**config.mk**
```make
export PLATFORM = sky130hd
export DESIGN_NAME = infix_to_postfix_converter_unit
export DESIGN_NICKNAME = d
export VERILOG_FILES = /design/src/rtl/i2p_pkg.sv /design/src/rtl/infix_to_postfix_converter_unit.sv /design/src/rtl/i2p_front.sv /design/src/rtl/i2p_back.sv
export VERILOG_INCLUDE_DIRS = /design/src /design/src/rtl
export SDC_FILE = /design/constraint.sdc
export NUM_CORES = 1
export LEC_CHECK = 0
export ABC_AREA = 1
export BUFFER_PORTS_ARGS = -buffer_cell sky130_fd_sc_hd__buf_2
export CAP_MARGIN = 0
export CORE_MARGIN = 8
export CORE_UTILIZATION = 39
export DETAILED_ROUTE_END_ITERATION = 12
export PLACE_DENSITY = 0.65
export SETUP_SLACK_MARGIN = 0.05
export SLEW_MARGIN = 20
export SYNTH_ARGS = -nofsm -noshare
export SYNTH_HDL_FRONTEND = slang
export SYNTH_HIERARCHICAL = 1
export SYNTH_SLANG_ARGS = --single-unit
export TNS_END_PERCENT = 10
```
**constraint.sdc**
```tcl
create_clock -name clk -period 3.9 [get_ports clk]
set_input_delay 0.195 -clock clk [delete_from_list [all_inputs] [get_ports clk]]
set_output_delay 0.195 -clock clk [all_outputs]
set_load 0.02 [all_outputs]
```
**src/rtl/infix_to_postfix_converter_unit_macros.svh**
```systemverilog
// Assertion macros for the infix-to-postfix converter RTL.
// No dependencies; included by the modules that carry assertions.
`ifndef INFIX_TO_POSTFIX_CONVERTER_UNIT_MACROS_SVH
`define INFIX_TO_POSTFIX_CONVERTER_UNIT_MACROS_SVH

`ifndef ASSERT_OFF
// plain property, disabled while reset is high
`define I2P_ASSERT(lbl, clk, rst, prop, msg) \
  lbl: assert property (@(posedge clk) disable iff (rst) (prop)) else $error(msg);
// overlapping implication, disabled while reset is high
`define I2P_ASSERT_IMPL(lbl, clk, rst, ante, cons, msg) \
  lbl: assert property (@(posedge clk) disable iff (rst) (ante) |-> (cons)) else $error(msg);
`else
`define I2P_ASSERT(lbl, clk, rst, prop, msg)
`define I2P_ASSERT_IMPL(lbl, clk, rst, ante, cons, msg)
`endif

`endif

```
**src/rtl/i2p_pkg.sv**
```systemverilog
// Shared types and codes for the infix-to-postfix converter.
// No dependencies.
package i2p_pkg;

  localparam int STACK_DEPTH_DEF = 16;

  // input token kinds
  localparam logic [2:0] TOK_OPERAND = 3'd0;
  localparam logic [2:0] TOK_PLUS    = 3'd1;
  localparam logic [2:0] TOK_TIMES   = 3'd2;
  localparam logic [2:0] TOK_OPEN    = 3'd3;
  localparam logic [2:0] TOK_CLOSE   = 3'd4;
  localparam logic [2:0] TOK_END     = 3'd5;

  // result kinds
  localparam logic [1:0] OUT_OPERAND = 2'd0;
  localparam logic [1:0] OUT_PLUS    = 2'd1;
  localparam logic [1:0] OUT_TIMES   = 2'd2;
  localparam logic [1:0] OUT_END     = 2'd3;

  // error codes
  localparam logic [1:0] ERR_NONE      = 2'd0;
  localparam logic [1:0] ERR_OVERFLOW  = 2'd1;
  localparam logic [1:0] ERR_UNMATCHED_CLOSE = 2'd2;
  localparam logic [1:0] ERR_UNMATCHED_OPEN  = 2'd3;

  // operator stack entries
  localparam logic [1:0] STK_PLUS  = 2'd1;
  localparam logic [1:0] STK_TIMES = 2'd2;
  localparam logic [1:0] STK_OPEN  = 2'd3;

  typedef enum logic [2:0] {
    CMD_OPERAND,
    CMD_PLUS,
    CMD_TIMES,
    CMD_OPEN,
    CMD_CLOSE,
    CMD_END
  } cmd_op_t;

  typedef struct packed {
    cmd_op_t     op;
    logic [15:0] value;
  } cmd_t;

  typedef struct packed {
    logic [2:0]  token_kind;
    logic [15:0] operand_value;
  } in_item_t;

  typedef struct packed {
    logic [1:0]  out_kind;
    logic [15:0] out_value;
    logic        last_of_run;
    logic [1:0]  error_code;
  } out_item_t;

  typedef enum logic {
    ST_RUN,
    ST_FINAL
  } back_state_t;

endpackage

```
**src/rtl/infix_to_postfix_converter_unit.sv**
```systemverilog
// Infix-to-postfix converter (shunting-yard), top level.
// Depends on i2p_pkg, i2p_front and i2p_back.
//
// Tokens enter on the in channel and are decoded into a two-entry command
// queue; a stack engine pops commands and drives a registered out channel.
// For each token the engine pops stack entries one at a time, then takes a
// further step for a push or for an operand, error or end-marker result (a
// close whose match is on top finishes in the cycle that discards the open
// parenthesis), and an extra step when the token popped any operator, to
// release its last held result. Output stalls add further steps. Token kinds
// 6 and 7 are dropped in the front end and cost the engine nothing. The
// operator stack sits in a memory with one write and one registered read
// port; its contents need no clearing after reset. A result that needs no
// pop passes through the command queue and the output register; a popped
// operator is held back further, until the next step shows whether it
// ends the token's results.
module infix_to_postfix_converter_unit import i2p_pkg::*; #(
  parameter int STACK_DEPTH = STACK_DEPTH_DEF
) (
  input  logic      clk,
  input  logic      rst,
  input  logic      in_valid,
  output logic      in_ready,
  input  in_item_t  in_item,
  output logic      out_valid,
  input  logic      out_ready,
  output out_item_t out_item
);

  logic cmd_valid;
  logic cmd_pop;
  cmd_t cmd;

  i2p_front u_front (
    .clk       (clk),
    .rst       (rst),
    .in_valid  (in_valid),
    .in_ready  (in_ready),
    .in_item   (in_item),
    .cmd_valid (cmd_valid),
    .cmd_pop   (cmd_pop),
    .cmd       (cmd)
  );

  i2p_back #(
    .STACK_DEPTH (STACK_DEPTH)
  ) u_back (
    .clk       (clk),
    .rst       (rst),
    .cmd_valid (cmd_valid),
    .cmd_pop   (cmd_pop),
    .cmd       (cmd),
    .out_valid (out_valid),
    .out_ready (out_ready),
    .out_item  (out_item)
  );

endmodule

```
**src/rtl/i2p_front.sv**
```systemverilog
// Front end: takes input beats, decodes token kinds into commands and
// queues them (two entries) for the stack engine. Depends on i2p_pkg.
module i2p_front import i2p_pkg::*; (
  input  logic     clk,
  input  logic     rst,
  input  logic     in_valid,
  output logic     in_ready,
  input  in_item_t in_item,
  output logic     cmd_valid,
  input  logic     cmd_pop,
  output cmd_t     cmd
);

  cmd_t       q [2];
  logic       wr_ptr;
  logic       rd_ptr;
  logic [1:0] fill;
  logic       known;
  logic       enq;
  cmd_t       cmd_in;

  always_comb begin
    known        = 1'b1;
    cmd_in.op    = CMD_OPERAND;
    cmd_in.value = 16'd0;
    case (in_item.token_kind)
      TOK_OPERAND: begin
        cmd_in.op    = CMD_OPERAND;
        cmd_in.value = in_item.operand_value;
      end
      TOK_PLUS:  cmd_in.op = CMD_PLUS;
      TOK_TIMES: cmd_in.op = CMD_TIMES;
      TOK_OPEN:  cmd_in.op = CMD_OPEN;
      TOK_CLOSE: cmd_in.op = CMD_CLOSE;
      TOK_END:   cmd_in.op = CMD_END;
      default:   known = 1'b0;  // unused kinds are dropped here
    endcase
  end

  assign in_ready  = (fill != 2'd2);
  assign enq       = in_valid && in_ready && known;
  assign cmd_valid = (fill != 2'd0);
  assign cmd       = q[rd_ptr];

  always_ff @(posedge clk) begin
    if (rst) begin
      wr_ptr <= 1'b0;
      rd_ptr <= 1'b0;
      fill   <= 2'd0;
    end else begin
      if (enq) wr_ptr <= ~wr_ptr;
      if (cmd_pop) rd_ptr <= ~rd_ptr;
      fill <= fill + {1'b0, enq} - {1'b0, cmd_pop};
    end
  end

  always_ff @(posedge clk) begin
    if (enq) q[wr_ptr] <= cmd_in;
  end

endmodule

```
**src/rtl/i2p_back.sv**
```systemverilog
// Back end: operator stack engine and output register.
// Depends on i2p_pkg and the assertion macro header.
`include "infix_to_postfix_converter_unit_macros.svh"
module i2p_back import i2p_pkg::*; #(
  parameter int STACK_DEPTH = STACK_DEPTH_DEF
) (
  input  logic      clk,
  input  logic      rst,
  input  logic      cmd_valid,
  output logic      cmd_pop,
  input  cmd_t      cmd,
  output logic      out_valid,
  input  logic      out_ready,
  output out_item_t out_item
);

  localparam int IDX_W = $clog2(STACK_DEPTH);
  localparam int CNT_W = $clog2(STACK_DEPTH + 1);

  logic [1:0]       mem [STACK_DEPTH];
  logic [CNT_W-1:0] count;
  logic [1:0]       top;
  out_item_t        held;
  logic             held_valid;
  logic             open_seen;
  back_state_t      state, state_next;

  logic             slot_free;
  logic             full;
  logic             empty;
  logic             pop_cond;
  logic             want_pop_emit, want_pop_quiet, want_term, want_end;
  out_item_t        term_item;
  out_item_t        top_item;
  logic             emit;
  out_item_t        emit_item;
  logic             pop_en, push_en, held_load, to_final, final_emit, open_seen_set;
  out_item_t        held_next;
  logic [1:0]       push_code;
  logic [CNT_W-1:0] rd_cnt;

  assign slot_free = !out_valid || out_ready;
  assign full      = (count == CNT_W'(STACK_DEPTH));
  assign empty     = (count == '0);
  assign rd_cnt    = count - CNT_W'(2);

  assign top_item.out_kind    = (top == STK_TIMES) ? OUT_TIMES : OUT_PLUS;
  assign top_item.out_value   = 16'd0;
  assign top_item.last_of_run = 1'b0;
  assign top_item.error_code  = ERR_NONE;

  // times pops only times; plus pops plus and times
  assign pop_cond = (top == STK_TIMES) || (cmd.op == CMD_PLUS && top == STK_PLUS);

  always_comb begin
    case (cmd.op)
      CMD_TIMES: push_code = STK_TIMES;
      CMD_OPEN:  push_code = STK_OPEN;
      default:   push_code = STK_PLUS;
    endcase
  end

  // classify what the current command wants this cycle
  always_comb begin
    want_pop_emit  = 1'b0;
    want_pop_quiet = 1'b0;
    want_term      = 1'b0;
    want_end       = 1'b0;
    open_seen_set  = 1'b0;
    term_item.out_kind    = OUT_OPERAND;
    term_item.out_value   = 16'd0;
    term_item.last_of_run = 1'b0;
    term_item.error_code  = ERR_NONE;
    if (state == ST_RUN && cmd_valid) begin
      case (cmd.op)
        CMD_OPERAND: begin
          want_term           = 1'b1;
          term_item.out_value = cmd.value;
        end
        CMD_PLUS, CMD_TIMES: begin
          if (!empty && pop_cond) begin
            want_pop_emit = 1'b1;
          end else if (full && !held_valid) begin
            want_term            = 1'b1;
            term_item.error_code = ERR_OVERFLOW;
          end else begin
            want_end = 1'b1;
          end
        end
        CMD_OPEN: begin
          if (full) begin
            want_term            = 1'b1;
            term_item.error_code = ERR_OVERFLOW;
          end else begin
            want_end = 1'b1;
          end
        end
        CMD_CLOSE: begin
          if (empty) begin
            want_term            = 1'b1;
            term_item.error_code = ERR_UNMATCHED_CLOSE;
          end else if (top == STK_OPEN) begin
            want_pop_quiet = 1'b1;
            want_end       = 1'b1;
          end else begin
            want_pop_emit = 1'b1;
          end
        end
        CMD_END: begin
          if (empty) begin
            want_term            = 1'b1;
            term_item.out_kind   = OUT_END;
            term_item.error_code = open_seen ? ERR_UNMATCHED_OPEN : ERR_NONE;
          end else if (top == STK_OPEN) begin
            want_pop_quiet = 1'b1;
            open_seen_set  = 1'b1;
          end else begin
            want_pop_emit = 1'b1;
          end
        end
        default: want_end = 1'b1;
      endcase
    end
  end

  // resolve the wants against the output slot; a result is held back in the
  // held register so its last_of_run flag is known when it leaves
  always_comb begin
    emit       = 1'b0;
    emit_item  = held;
    pop_en     = 1'b0;
    push_en    = 1'b0;
    held_load  = 1'b0;
    held_next  = top_item;
    to_final   = 1'b0;
    final_emit = 1'b0;
    cmd_pop    = 1'b0;
    emit_item.last_of_run = 1'b0;
    if (state == ST_FINAL) begin
      if (slot_free) begin
        emit                  = 1'b1;
        final_emit            = 1'b1;
        emit_item.last_of_run = 1'b1;
      end
    end else begin
      if (want_pop_emit && (!held_valid || slot_free)) begin
        pop_en    = 1'b1;
        held_load = 1'b1;
        emit      = held_valid;
      end
      if (want_pop_quiet) pop_en = 1'b1;
      if (want_term && slot_free) begin
        cmd_pop = 1'b1;
        emit    = 1'b1;
        if (held_valid) begin
          held_load = 1'b1;
          held_next = term_item;
          to_final  = 1'b1;
        end else begin
          emit_item             = term_item;
          emit_item.last_of_run = 1'b1;
        end
      end
      if (want_end) begin
        cmd_pop  = 1'b1;
        push_en  = (cmd.op == CMD_PLUS) || (cmd.op == CMD_TIMES) || (cmd.op == CMD_OPEN);
        to_final = held_valid;
      end
    end
  end

  always_comb begin
    state_next = state;
    case (state)
      ST_RUN:   if (to_final) state_next = ST_FINAL;
      ST_FINAL: if (slot_free) state_next = ST_RUN;
      default:  state_next = ST_RUN;
    endcase
  end

  always_ff @(posedge clk) begin
    if (rst) begin
      state      <= ST_RUN;
      count      <= '0;
      held_valid <= 1'b0;
      open_seen  <= 1'b0;
      out_valid  <= 1'b0;
    end else begin
      state <= state_next;
      if (pop_en) count <= count - CNT_W'(1);
      else if (push_en) count <= count + CNT_W'(1);
      if (held_load) held_valid <= 1'b1;
      else if (final_emit) held_valid <= 1'b0;
      if (cmd_pop) open_seen <= 1'b0;
      else if (open_seen_set) open_seen <= 1'b1;
      if (emit) out_valid <= 1'b1;
      else if (out_ready) out_valid <= 1'b0;
    end
  end

  // stack memory; top is the registered read of the entry below on a pop
  always_ff @(posedge clk) begin
    if (push_en) begin
      mem[count[IDX_W-1:0]] <= push_code;
      top <= push_code;
    end else if (pop_en && count >= CNT_W'(2)) begin
      top <= mem[rd_cnt[IDX_W-1:0]];
    end
  end

  always_ff @(posedge clk) begin
    if (held_load) held <= held_next;
    if (emit) out_item <= emit_item;
  end

  `I2P_ASSERT(a_count_bound, clk, rst, count <= CNT_W'(STACK_DEPTH), "stack count beyond depth")
  `I2P_ASSERT_IMPL(a_final_held, clk, rst, state == ST_FINAL, held_valid, "final step without held result")
  `I2P_ASSERT_IMPL(a_push_room, clk, rst, push_en, !full, "push on full stack")
  `I2P_ASSERT(a_push_xor_pop, clk, rst, !(push_en && pop_en), "push and pop in one cycle")

endmodule
```
==> After elaboration in Yosys (flattened, before gate mapping) <==
Memories as Yosys holds them, arrays and structs flattened. A register that Yosys moved wholly into a read port is not among the register bits.
Index checks and enable logic that the tools add are counted.
{ "op_classes": {"addsub": 5, "mul": 0, "n_div": 0, "magnitude_cmp": 1, "n_eq_ne": 15, "n_shift": 0, "mux": 84, "bitwise": 5, "reduce_logical": 31} }
{ "ops": {"columns": ["operator", "count"], "rows": [
  ["$mux 21", 5],
  ["$mux 1", 55],
  ["$mux 18", 2],
  ["$mux 16", 2],
  ["$mux 2", 11],
  ["$pmux 3 s5", 1],
  ["$eq 3x2->1 const B", 4],
  ["$eq 3x3->1 const B", 4],
  ["$mux 5", 2],
  ["$reduce_bool 2->1", 5],
  ["$logic_and 1x1->1", 9],
  ["$pmux 1 s4", 2],
  ["$pmux 2 s4", 1],
  ["$reduce_or 2->1", 4],
  ["$eq 3x1->1 const B", 2],
  ["$logic_not 3->1", 2],
  ["$reduce_or 6->1", 1],
  ["$add 5x1->5 const B", 1],
  ["$eq 5x5->1 const B", 1],
  ["$ge 5x2->1 const B", 1],
  ["$logic_not 5->1", 1],
  ["$logic_or 1x1->1", 5],
  ["$not 1->1", 5],
  ["$sub 5x1->5 const B", 1],
  ["other kinds (10)", 14]
]} }
{ "totals": {"ff_bits": 56, "latchBits": 0, "ram_bits": 70, "romBits": 0, "input_bits": 23, "out_inout_bits": 23, "word_cells": 159, "memories": 2} }
{ "mem_list": {"columns": ["memory", "words", "word_bits", "read_ports", "rd_ports_with_merged_regs", "write_ports", "line", "rtl"], "rows": [
  ["u_front.q", 2, 19, 1, 1, 1, "i2p_front.sv:14", "cmd_t q [2];"],
  ["u_back.mem", 16, 2, 1, 0, 1, "i2p_back.sv:20", "logic [1:0] mem [STACK_DEPTH];"]
]} }

==> Depth between registers and ports, before layout <==
{ "depth": {"ltp_word": 14, "depth_mapped": 22, "depth_no_buf": 20} }

==> Hierarchy <==
Netlist, hierarchy kept.
{ "modules_own_cells": {"columns": ["mod", "n_inst", "cells_per_inst", "area_each_um2", "seq_area_each_um2"], "rows": [
  ["i2p_back", 1, 400, 3897.5, 2432.3],
  ["i2p_front", 1, 136, 1830.5, 1241.2]
]} }

==> Worst setup path before layout <==
Ideal clock, no wire load.
{ "synth_timing": {"kind": "register to register", "startpoint": "register (tool-made name)", "endpoint": "register u_back.count[4]", "setup_time_ps": 115, "arrival_ps": 2825, "t_required_ps": 3785, "setup_slack_ps": 960, "path_stages_with_launch": 21, "path_buffers": 2, "period_less_slack_ps": 2940, "cell_sequence": "dfxtp_1 > buf_6 > mux2_2 > buf_2 > nor2_4 > nand2_2 > nand2_2 > nand2_1 > nand2_1 > nand2_1 > nand2_1 > inv_1 > fa_1 > nor2_1 > o21ai_0 > nand2_1 > inv_1 > nand2_1 > nand2_1 > a21oi_1 > nor2_1"} }
{ "synth_rtl": {"columns": ["item", "line", "rtl"], "rows": [
  ["end signal: assignment", "i2p_back.sv:190", "if (pop_en) count <= count - CNT_W'(1);"],
  ["end signal: assignment", "i2p_back.sv:191", "else if (push_en) count <= count + CNT_W'(1);"],
  ["end: declaration", "i2p_back.sv:21", "logic [CNT_W-1:0] count;"]
]} }

==> impl_metrics.py <==
metrics = {
    "outcome": {
        "status": "completed",
    },
    "synthesis": {
        "synth_area_mm2": 0.00573,
        "async_reset_ff_share_pct": 0,
        "synth_edf_count": 113,
        "yosysWarnings": 6,
        "synth_cell_types": 33,
        "postSynthAreaPerCell_um2": 10.7,
        "synth_fp_nets": 566,
        "synth_top_flop_cell": "edfxtp_1",
        "syn_inst": 536,
        "ys_seq_area_share_pct": 64.1,
        "ys_seq_elements": 127,
    },
    "die": {
        "die-area_mm2": 0.0188,
        "fp-row-count": 44,
        "start_util_pct": 39.7,
        "pin_count": 46,
        "die_w_um": 137,
        "core_mm2": 0.0144,
        "die_h_um": 137,
    },
    "power_and_ir_drop": {
        "ir_drop_v": 0.000316,
        "power.leakage_nw": 2.68,
        "p_per_area_mw_per_mm2": 729,
    },
    "clock_tree": {
        "htree_num_levels": 4,
        "clk_latency_ps": 410,
        "postCtsSetupRepairBufs": 0,
        "hold_buffers": 0,
        "ctsResizeCount": 0,
        "cts_buffer_depth": 2,
        "tritoncts": "done",
        "clock-sinks": 127,
        "clk_pin_slew_ps": 50,
        "cts_inserted_buffers": 17,
        "cts_root_buf": "clkbuf_16",
    },
    "global_route": {
        "grt_overflow": 0,
        "antenna_found_initial": 0,
        "grt_max_degree": 40,
        "grt.total_usage_pct": 12.5,
        "grt_pass1_vias": 3802,
        "grt_pass1_wl_mm": 18.2,
    },
    "worst_setup_path": {
        "regToRegEndpoint": "u_back/count[4]",
        "cp.arrival_ps": 3800,
        "r2r_cells": 18,
        "reg2reg_setup_slack_ps": 400,
        "cp_top_family": "simple AND/OR/NAND/NOR gates",
        "critical-path-max-stage-delay_ps": 440,
        "crit_fanout": 18,
        "crit_path_frequent_cell": "nand2_1",
        "end_kind": "flop",
        "crit_chain": "mux2_2 > nor2_4 > nand2_2 > nand2_2 > nand2_1 > nand2_1 > nand2_1 > nand2_1 > inv_1 > fa_1 > nor2_1 > o21ai_0 > nand2_1 > inv_1 > nand2_1 > nand2_1 > a21oi_1 > nor2_1",
        "cp_num_buf_inv": 2,
        "crit_required_ps": 4200,
        "start_kind": "flop",
        "path_class": "reg -> reg",
        "cp_slowest_cell": "mux2_2",
    },
    "timing": {
        "tightest_slew_ps": 745,
        "post-route-min-period_ps": 3500,
        "relSlewSlack_pct": 50.3,
        "fin_crit_sh_pct": 89.6,
        "fmaxAchievable_mhz": 286,
        "fin_skew_ps": 10.6,
        "setup_violations": 0,
        "worst_slack_ps": 404,
        "finalMaxSlewViolations": 0,
        "finalSetupTns_ps": 0,
        "grt_setup_unrepaired": "false",
        "finalHoldViolations": 0,
    },
    "job": {
        "maxCapViolCount": 0,
    },
    "routing": {
        "drt_iter0_drc": 336,
        "final_antenna_net_count": 0,
        "drc": 0,
        "dr.pass1.iters": 5,
        "routed_wl_mm": 11.2,
        "vias_per_cell": 4.86,
        "vias": 3838,
        "drt-wirelength-per-cell_um": 14.1,
    },
    "place": {
        "place_congestion": 0.876,
        "portBuffers": 45,
        "hpwl_mm": 7.91,
        "place_ws_ps": 431,
    },
    "min_path": {
        "worstHoldPathCells": 2,
        "min_to": "u_front/fill[0]",
        "min-delay-start": "rst",
        "hold_class": "in -> reg",
    },
    "final_layout": {
        "drive_gt1_share_pct": 19.5,
        "syn_to_final_growth_pct": 17.8,
        "antenna_cells": 0,
        "num-nets-final": 622,
        "n_fill_cell": 1328,
    },
}
state kept, by name, indices dropped and copies added, names as in the netlist, 2 cells and up, named ones only:
name,cells
u_front/q,38
u_back/out_item,21
u_back/count,5
u_back/top,2
u_back/held,20
u_front/fill,2
u_back/mem,32
through the flow:
stage	util (%)	cell area [µm²]	instances	power [W]	hold WS (ps)
after global placement	42.5	6130	757	0.00326	452
after floorplan	-	5730	536	0.00294	266
after detailed placement	42.5	6130	757	0.00331	454
after global routing	46.8	6750	789	0.00521	23.1
final	46.8	6750	789	0.00492	30.0
after CTS	46.8	6750	789	0.00495	15.0
worst reg2reg max path, cell delays in order, from the launching register on:
cell and delay, ps:
dfxtp_1 420, mux2_2 440, nor2_4 400, nand2_2 330, nand2_2 160, nand2_1 60, nand2_1 70, nand2_1 90
nand2_1 160, inv_1 110, fa_1 400, nor2_1 180, o21ai_0 100, nand2_1 90, inv_1 50, nand2_1 60
nand2_1 70, a21oi_1 150, nor2_1 60
final cells by class:
type | instances | area, µm² | share of cell area [%]
Multi-Input combinational cell | 329 | 1710 | 25.3
Clock inverter | 13 | 186 | 2.76
Timing Repair Buffer | 51 | 270 | 4.01
Inverter | 66 | 248 | 3.67
Sequential cell | 127 | 3670 | 54.5
Tap cell | 184 | 230 | 3.41
Clock buffer | 19 | 433 | 6.42
where the power goes:
group	internal [W]	switching, W	leakage (nW)
logic	0.000456	0.000984	1.22
registers	0.00175	0.0000977	1.17
clock network	0.00107	0.000563	0.292
placed cells by master (no fill, tap or decap), drive strengths merged, types with 2 or more instances in the layout:
cell	count
nand3	34
buf	51
a21oi	10
a31oi	2
bufinv	4
nand2	114
mux2	19
a22oi	3
a41oi	4
inv	67
clkinvlp	3
ha	6
nor2	94
nand4	4
clkbuf	19
dfxtp	14
edfxtp	113
o21ai	31
xnor2	3
clkinv	5
cell families (layout without fill, tap and decap cells):
kind of cell | Yosys count | count (layout) | share of synthesized area, %
DFF | 127 | 127 | 64.1
AOI/OAI and AO/OA | 53 | 53 | 5.26
buffers and inverters | 80 | 149 | 6.09
muxes | 19 | 19 | 4.39
and+or+nand+nor | 247 | 247 | 18.0
xor gates and xnor gates | 3 | 3 | 0.459
adders and majority gates | 7 | 7 | 1.66
synth_stat cells (2+ instances only):
master    count  share of area (%)
nand3_2       3               0.52
dfxtp_1      14                4.9
buf_2         8               0.70
nor2_4        2               0.39
xnor2_1       3               0.46
nand2_1     110                7.2
nor2_2        4               0.44
mux2_2        9                1.8
ha_1          6                1.3
nand4_1       4               0.44
inv_2         5               0.33
o21ai_1      17                1.5
nor2_1       88                5.8
clkbuf_1      2               0.13
mux2_4       10                2.6
buf_6         3               0.59
inv_1        60                3.9
edfxtp_1    113                 59
a31oi_1       2               0.22
nand2_2       4               0.44
nand3_1      31                2.7
a22oi_1       3               0.39
a41oi_1       4               0.61
o21ai_0      13                1.1
a21oi_1      10               0.87
worst max path at each step:
| stage | from | slack, ps | end | cells after the start |
|---|---|---|---|---|
| 3_3_place_gp | flop | 670 | u_back/count[4] | 18 |
| 3_5_place_dp | flop | 430 | u_back/count[4] | 18 |
| 4_1_cts | flop | 420 | u_back/count[4] | 18 |
| 6_report | flop | 400 | u_back/count[4] | 18 |
| 2_1_floorplan | flop | 960 | u_back/count[4] | 20 |
| 5_1_grt | flop | 60 | u_back/count[4] | 18 |
routing by layer:
metal | track usage [%] | part of all wire (%) | vias up
li1 | - | - | 1923
met1 | 16.4 | 47 | 1779
met2 | 18.7 | 46 | 122
met3 | 3.57 | 5.1 | 14
met4 | 5.79 | 1.6 | 0
met5 | 0 | 0 | -
Note: power is estimated with default switching activity, not from simulation.
